<file path="src/hdl/sfa_pkg.sv">
// Shared types and constants of the stack frame allocator.
`default_nettype none

package sfa_pkg;

   localparam int BYTES_W  = 17;
   localparam int LIMIT_W  = 7;
   localparam int FRAME_W  = 6;
   localparam int OFFSET_W = 16;

   localparam logic [BYTES_W-1:0] TOTAL_BYTES_RESET = 17'h10000;
   localparam logic [LIMIT_W-1:0] FRAME_LIMIT_RESET = 7'd64;

   typedef enum logic [1:0] {
      KIND_ALLOC      = 2'd0,
      KIND_FREE_INDEX = 2'd1,
      KIND_FREE_ADDR  = 2'd2
   } kind_type;

   typedef enum logic [1:0] {
      STATUS_OK         = 2'd0,
      STATUS_NO_SPACE   = 2'd1,
      STATUS_TABLE_FULL = 2'd2,
      STATUS_NO_MATCH   = 2'd3
   } status_type;

   typedef enum logic [0:0] {
      CSR_TOTAL_BYTES = 1'b0,
      CSR_FRAME_LIMIT = 1'b1
   } csr_reg_type;

   typedef enum logic [1:0] {
      RD_SCAN  = 2'd0,
      RD_TOP   = 2'd1,
      RD_BELOW = 2'd2
   } rd_src_type;

   typedef enum logic [2:0] {
      ST_IDLE,
      ST_DECODE,
      ST_SEARCH_START,
      ST_SEARCH,
      ST_CLEAR,
      ST_POP_START,
      ST_POP
   } state_type;

   typedef struct packed {
      kind_type              kind;
      logic [BYTES_W-1:0]    request_bytes;
      logic [FRAME_W-1:0]    frame_number;
      logic [OFFSET_W-1:0]   byte_address;
   } req_type;

   typedef struct packed {
      status_type            status;
      logic [FRAME_W-1:0]    granted_frame;
      logic [BYTES_W-1:0]    granted_offset;
      logic [BYTES_W-1:0]    top_after;
   } rsp_type;

   // Commands from the controller to the datapath.
   typedef struct packed {
      logic       latch_req;
      logic       alloc_commit;
      logic       clear_busy;
      logic       scan_reset;
      logic       scan_step;
      logic       pop_step;
      rd_src_type rd_src;
      logic       done;
      status_type status;
   } cmd_type;

   // Status from the datapath to the controller.
   typedef struct packed {
      kind_type kind;
      logic     no_space;
      logic     table_full;
      logic     index_bad;
      logic     hit;
      logic     scan_end;
      logic     live_zero;
      logic     live_one;
      logic     top_busy;
   } flags_type;

endpackage

`default_nettype wire

</file>
<file path="src/hdl/sfa_ram.sv">
// Generic single-write, single-read RAM with registered read data.
`default_nettype none

module sfa_ram #(
   parameter int WIDTH = 17,
   parameter int DEPTH = 64,
   localparam int AW = $clog2(DEPTH)
) (
   input  wire logic             clock,
   input  wire logic             wr_en,
   input  wire logic [AW-1:0]    wr_addr,
   input  wire logic [WIDTH-1:0] wr_data,
   input  wire logic [AW-1:0]    rd_addr,
   output logic      [WIDTH-1:0] rd_data
);

   logic [WIDTH-1:0] mem_ff [DEPTH];
   logic [WIDTH-1:0] rd_data_ff;

   always_ff @(posedge clock) begin
      if (wr_en) begin
         mem_ff[wr_addr] <= wr_data;
      end
      rd_data_ff <= mem_ff[rd_addr];
   end

   assign rd_data = rd_data_ff;

endmodule

`default_nettype wire

</file>
<file path="src/hdl/sfa_ctrl.sv">
// Controller state machine that sequences allocate, search and pop steps.
`default_nettype none

module sfa_ctrl
   import sfa_pkg::*;
(
   input  wire logic      clock,
   input  wire logic      reset,
   input  wire logic      start,
   output logic           busy,
   output logic           rsp_valid,
   input  wire flags_type flags,
   output cmd_type        cmd
);

   state_type state_ff, state_in;
   logic      rsp_valid_ff, rsp_valid_in;

   always_ff @(posedge clock) begin
      if (reset) begin
         state_ff     <= ST_IDLE;
         rsp_valid_ff <= 1'b0;
      end else begin
         state_ff     <= state_in;
         rsp_valid_ff <= rsp_valid_in;
      end
   end

   always_comb begin
      state_in = state_ff;
      cmd      = '{rd_src: RD_SCAN, status: STATUS_OK, default: 1'b0};
      unique case (state_ff)
         ST_IDLE: begin
            if (start) begin
               cmd.latch_req = 1'b1;
               state_in      = ST_DECODE;
            end
         end
         ST_DECODE: begin
            unique case (flags.kind)
               KIND_ALLOC: begin
                  cmd.done = 1'b1;
                  state_in = ST_IDLE;
                  if (flags.no_space) begin
                     cmd.status = STATUS_NO_SPACE;
                  end else if (flags.table_full) begin
                     cmd.status = STATUS_TABLE_FULL;
                  end else begin
                     cmd.alloc_commit = 1'b1;
                  end
               end
               KIND_FREE_INDEX: begin
                  if (flags.index_bad) begin
                     cmd.done   = 1'b1;
                     cmd.status = STATUS_NO_MATCH;
                     state_in   = ST_IDLE;
                  end else begin
                     state_in = ST_CLEAR;
                  end
               end
               KIND_FREE_ADDR: begin
                  cmd.scan_reset = 1'b1;
                  state_in       = ST_SEARCH_START;
               end
               default: begin
                  cmd.done   = 1'b1;
                  cmd.status = STATUS_NO_MATCH;
                  state_in   = ST_IDLE;
               end
            endcase
         end
         ST_SEARCH_START: begin
            if (flags.live_zero) begin
               cmd.done   = 1'b1;
               cmd.status = STATUS_NO_MATCH;
               state_in   = ST_IDLE;
            end else begin
               cmd.scan_step = 1'b1;
               state_in      = ST_SEARCH;
            end
         end
         ST_SEARCH: begin
            if (flags.hit) begin
               state_in = ST_CLEAR;
            end else if (flags.scan_end) begin
               cmd.done   = 1'b1;
               cmd.status = STATUS_NO_MATCH;
               state_in   = ST_IDLE;
            end else begin
               cmd.scan_step = 1'b1;
            end
         end
         ST_CLEAR: begin
            cmd.clear_busy = 1'b1;
            state_in       = ST_POP_START;
         end
         ST_POP_START: begin
            if (flags.live_zero) begin
               cmd.done = 1'b1;
               state_in = ST_IDLE;
            end else begin
               cmd.rd_src = RD_TOP;
               state_in   = ST_POP;
            end
         end
         ST_POP: begin
            if (flags.top_busy) begin
               cmd.done = 1'b1;
               state_in = ST_IDLE;
            end else begin
               cmd.pop_step = 1'b1;
               cmd.rd_src   = RD_BELOW;
               if (flags.live_one) begin
                  cmd.done = 1'b1;
                  state_in = ST_IDLE;
               end
            end
         end
         default: begin
            state_in = ST_IDLE;
         end
      endcase
   end

   assign rsp_valid_in = cmd.done;
   assign rsp_valid    = rsp_valid_ff;
   assign busy         = (state_ff != ST_IDLE);

endmodule

`default_nettype wire

</file>
<file path="src/hdl/sfa_datapath.sv">
// Datapath: configuration, top and count registers, frame tables and compares.
`default_nettype none

module sfa_datapath
   import sfa_pkg::*;
#(
   parameter int MAX_FRAMES = 64,
   parameter int ADDR_BITS  = 16
) (
   input  wire logic                clock,
   input  wire logic                reset,
   input  wire cmd_type             cmd,
   output flags_type                flags,
   input  wire req_type             req_data,
   input  wire logic                csr_write,
   input  wire csr_reg_type         csr_index,
   input  wire logic [BYTES_W-1:0]  csr_data,
   output rsp_type                  rsp_data
);

   localparam int IDX_W = $clog2(MAX_FRAMES);
   localparam int CNT_W = $clog2(MAX_FRAMES + 1);
   localparam int LIM_W = (CNT_W > LIMIT_W) ? CNT_W : LIMIT_W;
   localparam int FN_W  = (CNT_W > FRAME_W) ? CNT_W : FRAME_W;
   localparam logic [OFFSET_W-1:0] ADDR_MASK = (ADDR_BITS >= OFFSET_W) ?
      {OFFSET_W{1'b1}} : OFFSET_W'((64'd1 << ADDR_BITS) - 64'd1);

   logic [BYTES_W-1:0] total_ff, total_in;
   logic [LIMIT_W-1:0] limit_ff, limit_in;
   logic [BYTES_W-1:0] top_ff, top_in;
   logic [CNT_W-1:0]   live_ff, live_in;
   req_type            req_ff;
   logic [CNT_W-1:0]   scan_ff;
   status_type         status_ff;
   logic [FRAME_W-1:0] gframe_ff;
   logic [BYTES_W-1:0] goff_ff;

   logic [BYTES_W:0]   alloc_sum;
   logic [CNT_W-1:0]   live_m1, live_m2, scan_m1;
   logic [IDX_W-1:0]   rd_addr, clr_idx, live_idx, busy_addr;
   logic [BYTES_W-1:0] start_rd, bytes_rd;
   logic [0:0]         busy_rd;
   logic [BYTES_W:0]   ext_addr, ext_start, frame_end;

   assign alloc_sum = {1'b0, top_ff} + {1'b0, req_ff.request_bytes};
   assign live_m1   = live_ff - CNT_W'(1);
   assign live_m2   = live_ff - CNT_W'(2);
   assign scan_m1   = scan_ff - CNT_W'(1);
   assign live_idx  = live_ff[IDX_W-1:0];
   assign clr_idx   = (req_ff.kind == KIND_FREE_INDEX) ?
                      IDX_W'(req_ff.frame_number) : scan_m1[IDX_W-1:0];

   always_comb begin
      case (cmd.rd_src)
         RD_TOP:   rd_addr = live_m1[IDX_W-1:0];
         RD_BELOW: rd_addr = live_m2[IDX_W-1:0];
         default:  rd_addr = scan_ff[IDX_W-1:0];
      endcase
   end

   always_comb begin
      total_in = total_ff;
      limit_in = limit_ff;
      top_in   = top_ff;
      live_in  = live_ff;
      if (csr_write) begin
         unique case (csr_index)
            CSR_TOTAL_BYTES: total_in = csr_data;
            CSR_FRAME_LIMIT: limit_in = csr_data[LIMIT_W-1:0];
         endcase
      end
      if (cmd.alloc_commit) begin
         top_in  = alloc_sum[BYTES_W-1:0];
         live_in = live_ff + CNT_W'(1);
      end else if (cmd.pop_step) begin
         top_in  = top_ff - bytes_rd;
         live_in = live_m1;
      end
   end

   always_ff @(posedge clock) begin
      if (reset) begin
         total_ff <= TOTAL_BYTES_RESET;
         limit_ff <= FRAME_LIMIT_RESET;
         top_ff   <= '0;
         live_ff  <= '0;
      end else begin
         total_ff <= total_in;
         limit_ff <= limit_in;
         top_ff   <= top_in;
         live_ff  <= live_in;
      end
   end

   always_ff @(posedge clock) begin
      if (cmd.latch_req) begin
         req_ff    <= req_data;
         gframe_ff <= '0;
         goff_ff   <= '0;
      end else if (cmd.alloc_commit) begin
         gframe_ff <= FRAME_W'(live_ff);
         goff_ff   <= top_ff;
      end
      if (cmd.scan_reset) begin
         scan_ff <= '0;
      end else if (cmd.scan_step) begin
         scan_ff <= scan_ff + CNT_W'(1);
      end
      if (cmd.done) begin
         status_ff <= cmd.status;
      end
   end

   sfa_ram #(.WIDTH(BYTES_W), .DEPTH(MAX_FRAMES)) u_start_ram (
      .clock   (clock),
      .wr_en   (cmd.alloc_commit),
      .wr_addr (live_idx),
      .wr_data (top_ff),
      .rd_addr (rd_addr),
      .rd_data (start_rd)
   );

   sfa_ram #(.WIDTH(BYTES_W), .DEPTH(MAX_FRAMES)) u_bytes_ram (
      .clock   (clock),
      .wr_en   (cmd.alloc_commit),
      .wr_addr (live_idx),
      .wr_data (req_ff.request_bytes),
      .rd_addr (rd_addr),
      .rd_data (bytes_rd)
   );

   assign busy_addr = cmd.alloc_commit ? live_idx : clr_idx;

   sfa_ram #(.WIDTH(1), .DEPTH(MAX_FRAMES)) u_busy_ram (
      .clock   (clock),
      .wr_en   (cmd.alloc_commit | cmd.clear_busy),
      .wr_addr (busy_addr),
      .wr_data (cmd.alloc_commit),
      .rd_addr (rd_addr),
      .rd_data (busy_rd)
   );

   // A frame holds an address equal to its start or strictly inside its range.
   assign ext_addr  = {2'b00, req_ff.byte_address & ADDR_MASK};
   assign ext_start = {1'b0, start_rd};
   assign frame_end = {1'b0, start_rd} + {1'b0, bytes_rd};

   always_comb begin
      flags.kind       = req_ff.kind;
      flags.no_space   = alloc_sum > {1'b0, total_ff};
      flags.table_full = (LIM_W'(live_ff) >= LIM_W'(limit_ff)) ||
                         (live_ff >= CNT_W'(MAX_FRAMES));
      flags.index_bad  = FN_W'(req_ff.frame_number) >= FN_W'(live_ff);
      flags.hit        = (ext_addr == ext_start) ||
                         ((ext_addr > ext_start) && (ext_addr < frame_end));
      flags.scan_end   = (scan_ff == live_ff);
      flags.live_zero  = (live_ff == '0);
      flags.live_one   = (live_ff == CNT_W'(1));
      flags.top_busy   = busy_rd[0];
   end

   assign rsp_data.status         = status_ff;
   assign rsp_data.granted_frame  = gframe_ff;
   assign rsp_data.granted_offset = goff_ff;
   assign rsp_data.top_after      = top_ff;

endmodule

`default_nettype wire

</file>
<file path="src/hdl/stack_frame_allocator_core.sv">
// Top level of the stack frame allocator: controller, datapath and config port.
// Allocate, a bad index and an unused kind answer straight from decode; free by index clears
// the frame and then pops the free frames off the top, and free by address first searches
// the frames from the bottom for a hit; a failed search answers when it reaches the top.
// One request at a time; the next beat is taken in the cycle its result shows, and the
// receiver cannot stall. Synchronous reset restores top, count and config; no clear pass.
`default_nettype none

module stack_frame_allocator_core
   import sfa_pkg::*;
#(
   parameter int MAX_FRAMES = 64,
   parameter int ADDR_BITS  = 16
) (
   input  wire logic               clock,
   input  wire logic               reset,
   // Request channel: a beat is taken when start is high and busy is low.
   input  wire logic               start,
   output logic                    busy,
   input  wire req_type            req_data,
   // Result channel: one strobed beat per request; the receiver cannot stall.
   output logic                    rsp_valid,
   output rsp_type                 rsp_data,
   // Configuration write channel.
   input  wire logic               csr_valid,
   output logic                    csr_ready,
   input  wire csr_reg_type        csr_index,
   input  wire logic [BYTES_W-1:0] csr_data
);

   cmd_type   cmd;
   flags_type flags;
   logic      csr_write;

   // Registers may only change while no request is in flight.
   assign csr_ready = ~busy;
   assign csr_write = csr_valid & csr_ready;

   sfa_ctrl u_ctrl (
      .clock     (clock),
      .reset     (reset),
      .start     (start),
      .busy      (busy),
      .rsp_valid (rsp_valid),
      .flags     (flags),
      .cmd       (cmd)
   );

   sfa_datapath #(
      .MAX_FRAMES (MAX_FRAMES),
      .ADDR_BITS  (ADDR_BITS)
   ) u_datapath (
      .clock     (clock),
      .reset     (reset),
      .cmd       (cmd),
      .flags     (flags),
      .req_data  (req_data),
      .csr_write (csr_write),
      .csr_index (csr_index),
      .csr_data  (csr_data),
      .rsp_data  (rsp_data)
   );

   // Each request gives exactly one result beat, one cycle wide.
   assert property (@(posedge clock) disable iff (reset)
      rsp_valid |=> !rsp_valid)
      else $error("result strobe held longer than one cycle");

   // An accepted request keeps the block busy and cannot answer in the next cycle.
   assert property (@(posedge clock) disable iff (reset)
      (start && !busy) |=> (busy && !rsp_valid))
      else $error("accepted request did not enter the busy phase");

   // Only a successful allocate reports a granted frame and offset.
   assert property (@(posedge clock) disable iff (reset)
      (rsp_valid && (rsp_data.status != STATUS_OK)) |->
      ((rsp_data.granted_frame == '0) && (rsp_data.granted_offset == '0)))
      else $error("grant fields set on a refused request");

endmodule

`default_nettype wire

</file>
<file path="config.mk">
export PLATFORM = sky130hd
export DESIGN_NAME = stack_frame_allocator_core
export DESIGN_NICKNAME = d
export VERILOG_FILES = /design/src/hdl/sfa_pkg.sv /design/src/hdl/sfa_ram.sv /design/src/hdl/sfa_ctrl.sv /design/src/hdl/sfa_datapath.sv /design/src/hdl/stack_frame_allocator_core.sv
export SDC_FILE = /design/constraint.sdc
export NUM_CORES = 2
export LEC_CHECK = 0
export ABC_AREA = 1
export BUFFER_PORTS_ARGS = -buffer_cell sky130_fd_sc_hd__buf_2
export CORE_UTILIZATION = 40
export CTS_CLUSTER_SIZE = 20
export DETAILED_ROUTE_END_ITERATION = 16
export REMOVE_ABC_BUFFERS = 1
export SYNTH_ARGS = -nofsm -noshare
export SYNTH_HDL_FRONTEND = slang
export SYNTH_HIERARCHICAL = 1
export SYNTH_SLANG_ARGS = --single-unit
</file>
<file path="constraint.sdc">
create_clock -name clock -period 23.2 [get_ports clock]
set_clock_uncertainty 0.05 [all_clocks]
set_input_delay 3.48 -clock clock [delete_from_list [all_inputs] [get_ports clock]]
set_output_delay 3.48 -clock clock [all_outputs]
set_load 0.01 [all_outputs]
</file>
==> results.sh <==
export IMPL_io_buffers=107
export IMPL_relSlewSlack_pct=10.7
export IMPL_syn_cell_area_sq_mm=0.102
export IMPL_rsz0062_at_grt="no"
export IMPL_synth_compound_area_share_pct=1.41
export IMPL_cts_inserted_buffers=232
export IMPL_layout_commonest_cell="nand2_1"
export IMPL_vias_per_cell=5.50
export IMPL_fp_dieW_microns=506
export IMPL_fp_row_count=184
export IMPL_ant_nets=0
export IMPL_post_cts_buffers=0
export IMPL_synth_xor_area_share_pct=0.301
export IMPL_fmax_ghz=0.130
export IMPL_muxShareOfSynthArea_pct=0
export IMPL_most_common_layout_cells="3142 x nand2_1, 2283 x edfxtp_1, 1985 x nand3_1"
export IMPL_drt_iter0_drc=8364
export IMPL_place_congestion=0.862
export IMPL_initial_core_util_pct=40.4
export IMPL_cts_root_buf="clkbuf_16"
export IMPL_criticalPathCategory="flop to flop"
export IMPL_gr_usage_met3_pct=3.72
export IMPL_busiest_layer="met2"
export IMPL_synth_edf_count=2283
export IMPL_worst_pin_slew_ps=1340
export IMPL_clk_pin_slew_ps=60
export IMPL_worst_setup_path_end_kind="flop"
export IMPL_first_pass_iters=6
export IMPL_clk_latency_ps=890
export IMPL_power_mw=11.3
export IMPL_power_density_mw_per_mm2=100
export IMPL_fp_dieH_microns=506
export IMPL_crit_arrival_ps=8450
export IMPL_grtUsageMet2_pct=38.3
export IMPL_via_count=70033
export IMPL_multi_input_area_sq_mm=0.0273
export IMPL_antenna_found_initial=14
export IMPL_overflow=0
export IMPL_coreArea_sq_mm=0.252
export IMPL_async_flop_share_pct=0
export IMPL_ys_warn_count=6
export IMPL_synth_top_flop_cell="edfxtp_1"
export IMPL_drt_wl_total_mm=301
export IMPL_grt_max_degree=240
export IMPL_setup_viol=0
export IMPL_cts_tree="done"
export IMPL_yosysUniqueCellTypes=58
export IMPL_synth_adder_area_share_pct=1.63
export IMPL_synth_seq_cells=2400
export IMPL_synth_simple_gate_area_share_pct=23.2
export IMPL_area_delta_synth_final_pct=11.3
export IMPL_critPathMaxFanout=100
export IMPL_grt_use_met1_pct=30.2
export IMPL_grt_pass1_wl_mm=439
export IMPL_leakagePower_nw=41.6
export IMPL_post_route_min_period_ps=7680
export IMPL_finalCritPeriodShare_pct=33.1
export IMPL_postCtsHoldBufs=0
export IMPL_syn_avg_cell_area_sq_um=11.1
export IMPL_grt_pass1_vias=66155
export IMPL_drv_slew=0
export IMPL_drc=0
export IMPL_cp_required_ps=23970
export IMPL_seqCellArea_sq_mm=0.0710
export IMPL_cts_max_path_buffers=3
export IMPL_cts_max_level=4
export IMPL_ys_seq_area_share_pct=69.7
export IMPL_synth_top_family_by_area="simple AND/OR/NAND/NOR gates"
export IMPL_design_die_area_sq_mm=0.256
export IMPL_vdd_drop_max_uv=84.5
export IMPL_ios=108
export IMPL_start_kind="flop"
export IMPL_dpl_hpwl_mm=174
export IMPL_layout_drive_gt1_share_pct=8.26
export IMPL_nets=9364
export IMPL_drv_cap=0
export IMPL_final_util_pct=44.9
export IMPL_hold_path_class="flop to flop"
export IMPL_status="completed"
export IMPL_grt_usage_pct=23.0
export IMPL_synthCells=9135
export IMPL_clock_sinks=2400
export IMPL_fill_cells=22900
export IMPL_critPathMaxStageDelay_ps=920
export IMPL_ctsResizeCount=0
export IMPL_wl_per_cell_microns=23.6
export IMPL_hold_viol_final=0
export IMPL_cp_slowest_cell="buf_4"
[sequential cells by signal, summed over array words and instances (netlist names)]
| register | count |
|---|---|
| u_datapath/top_ff | 17 |
| u_datapath/u_start_ram/rd_data | 17 |
| u_datapath/total_ff | 17 |
| u_ctrl/state_ff | 3 |
| u_datapath/scan_ff | 7 |
| u_datapath/u_busy_ram/mem_ff | 64 |
| u_datapath/req_ff | 23 |
| u_datapath/flags | 2 |
| u_datapath/u_start_ram/mem_ff | 1088 |
| u_datapath/status_ff | 2 |
| u_datapath/u_busy_ram/rd_data | 1 |
| u_datapath/ext_addr | 16 |
| u_datapath/u_bytes_ram/mem_ff | 1088 |
| u_datapath/u_bytes_ram/rd_data | 17 |
| u_datapath/goff_ff | 17 |
| u_datapath/live_ff | 7 |
| u_ctrl/rsp_valid | 1 |
| u_datapath/limit_ff | 7 |
| u_datapath/gframe_ff | 6 |
[layout make-up]
| cell class | instances | share of cell area [%] |
|---|---|---|
| Inverter | 246 | 0.868 |
| Antenna cell | 3 | 0.00663 |
| Clock buffer | 298 | 5.43 |
| Sequential cell | 2400 | 62.6 |
| Timing Repair Buffer | 328 | 1.98 |
| Clock inverter | 143 | 1.28 |
| Multi-Input combinational cell | 5962 | 24.1 |
| Tap cell | 3348 | 3.70 |
[through the flow]
step / cells / worst slack [ps] / hold slack, ps / setup TNS [ps] / cell area, sq um
after floorplan: 8608 / -55730 / 388 / -1916020 / 98900
after global placement: 12284 / 15880 / 396 / 0 / 106000
after detailed placement: 12284 / 15700 / 403 / 0 / 106000
after CTS: 12725 / 15660 / 414 / 0 / 113000
after global routing: 12726 / 15040 / 427 / 0 / 113000
final: 12728 / 15520 / 412 / 0 / 113000
[critical path, delay by kind of cell (launching register included)]
kind                       cells  cell delay [ps]
buffers and inverters          9             4050
AOI/OAI and AO/OA              3              410
DFF                            1              850
and+or+nand+nor               11             1290
adders and majority gates      2              620
[path summary, 6_finish.rpt]
path	slack [ps]	from	depth (start not counted)	end
hold / removal	410	u_datapath/goff_ff[3]	2	u_datapath/goff_ff[3]
setup / recovery	15520	u_datapath/live_ff[0]	25	u_datapath/u_start_ram/rd_data[14]
hold reg to reg	410	u_datapath/goff_ff[3]	2	u_datapath/goff_ff[3]
setup reg to reg	15520	u_datapath/live_ff[0]	25	u_datapath/u_start_ram/rd_data[14]
[power by group]
group	switching [mW]	total (mW)	internal [mW]
sequential	0.114	4.93	4.81
clock	1.66	3.78	2.12
combinational	1.88	2.62	0.737
[metal layers]
| metal | vias to the layer above | part of all wire, % |
|---|---|---|
| li1 | 31934 | - |
| met1 | 34667 | 40 |
| met2 | 2900 | 49 |
| met3 | 532 | 7.4 |
| met4 | 0 | 3.8 |
| met5 | - | 0 |
[synth_stat cells, types with 23 or more instances]
cell type	number	area share [%]
o21ai_0	76	0.37
xor2_1	23	0.20
edfxtp_1	2283	67
nand3_1	1985	9.8
ha_1	128	1.6
buf_2	283	1.4
buf_6	58	0.64
nor4_1	27	0.17
nand2_1	3142	12
nand4_1	34	0.21
a21oi_1	117	0.58
nor3_1	23	0.11
inv_1	228	0.84
nor2_1	277	1.0
clkbuf_1	127	0.47
dfxtp_1	117	2.3
buf_1	42	0.15
[kinds of logic (layout without fill, tap and decap cells)]
logic type / Yosys count / count (layout)
AOI/OAI and AO/OA: 256 / 256
adders and majority gates: 131 / 131
other: 0 / 3
buffers and inverters: 773 / 1015
xor gates and xnor gates: 35 / 35
and+or+nand+nor: 5540 / 5540
DFF: 2400 / 2400
Note: power is estimated with default switching activity, not from simulation.
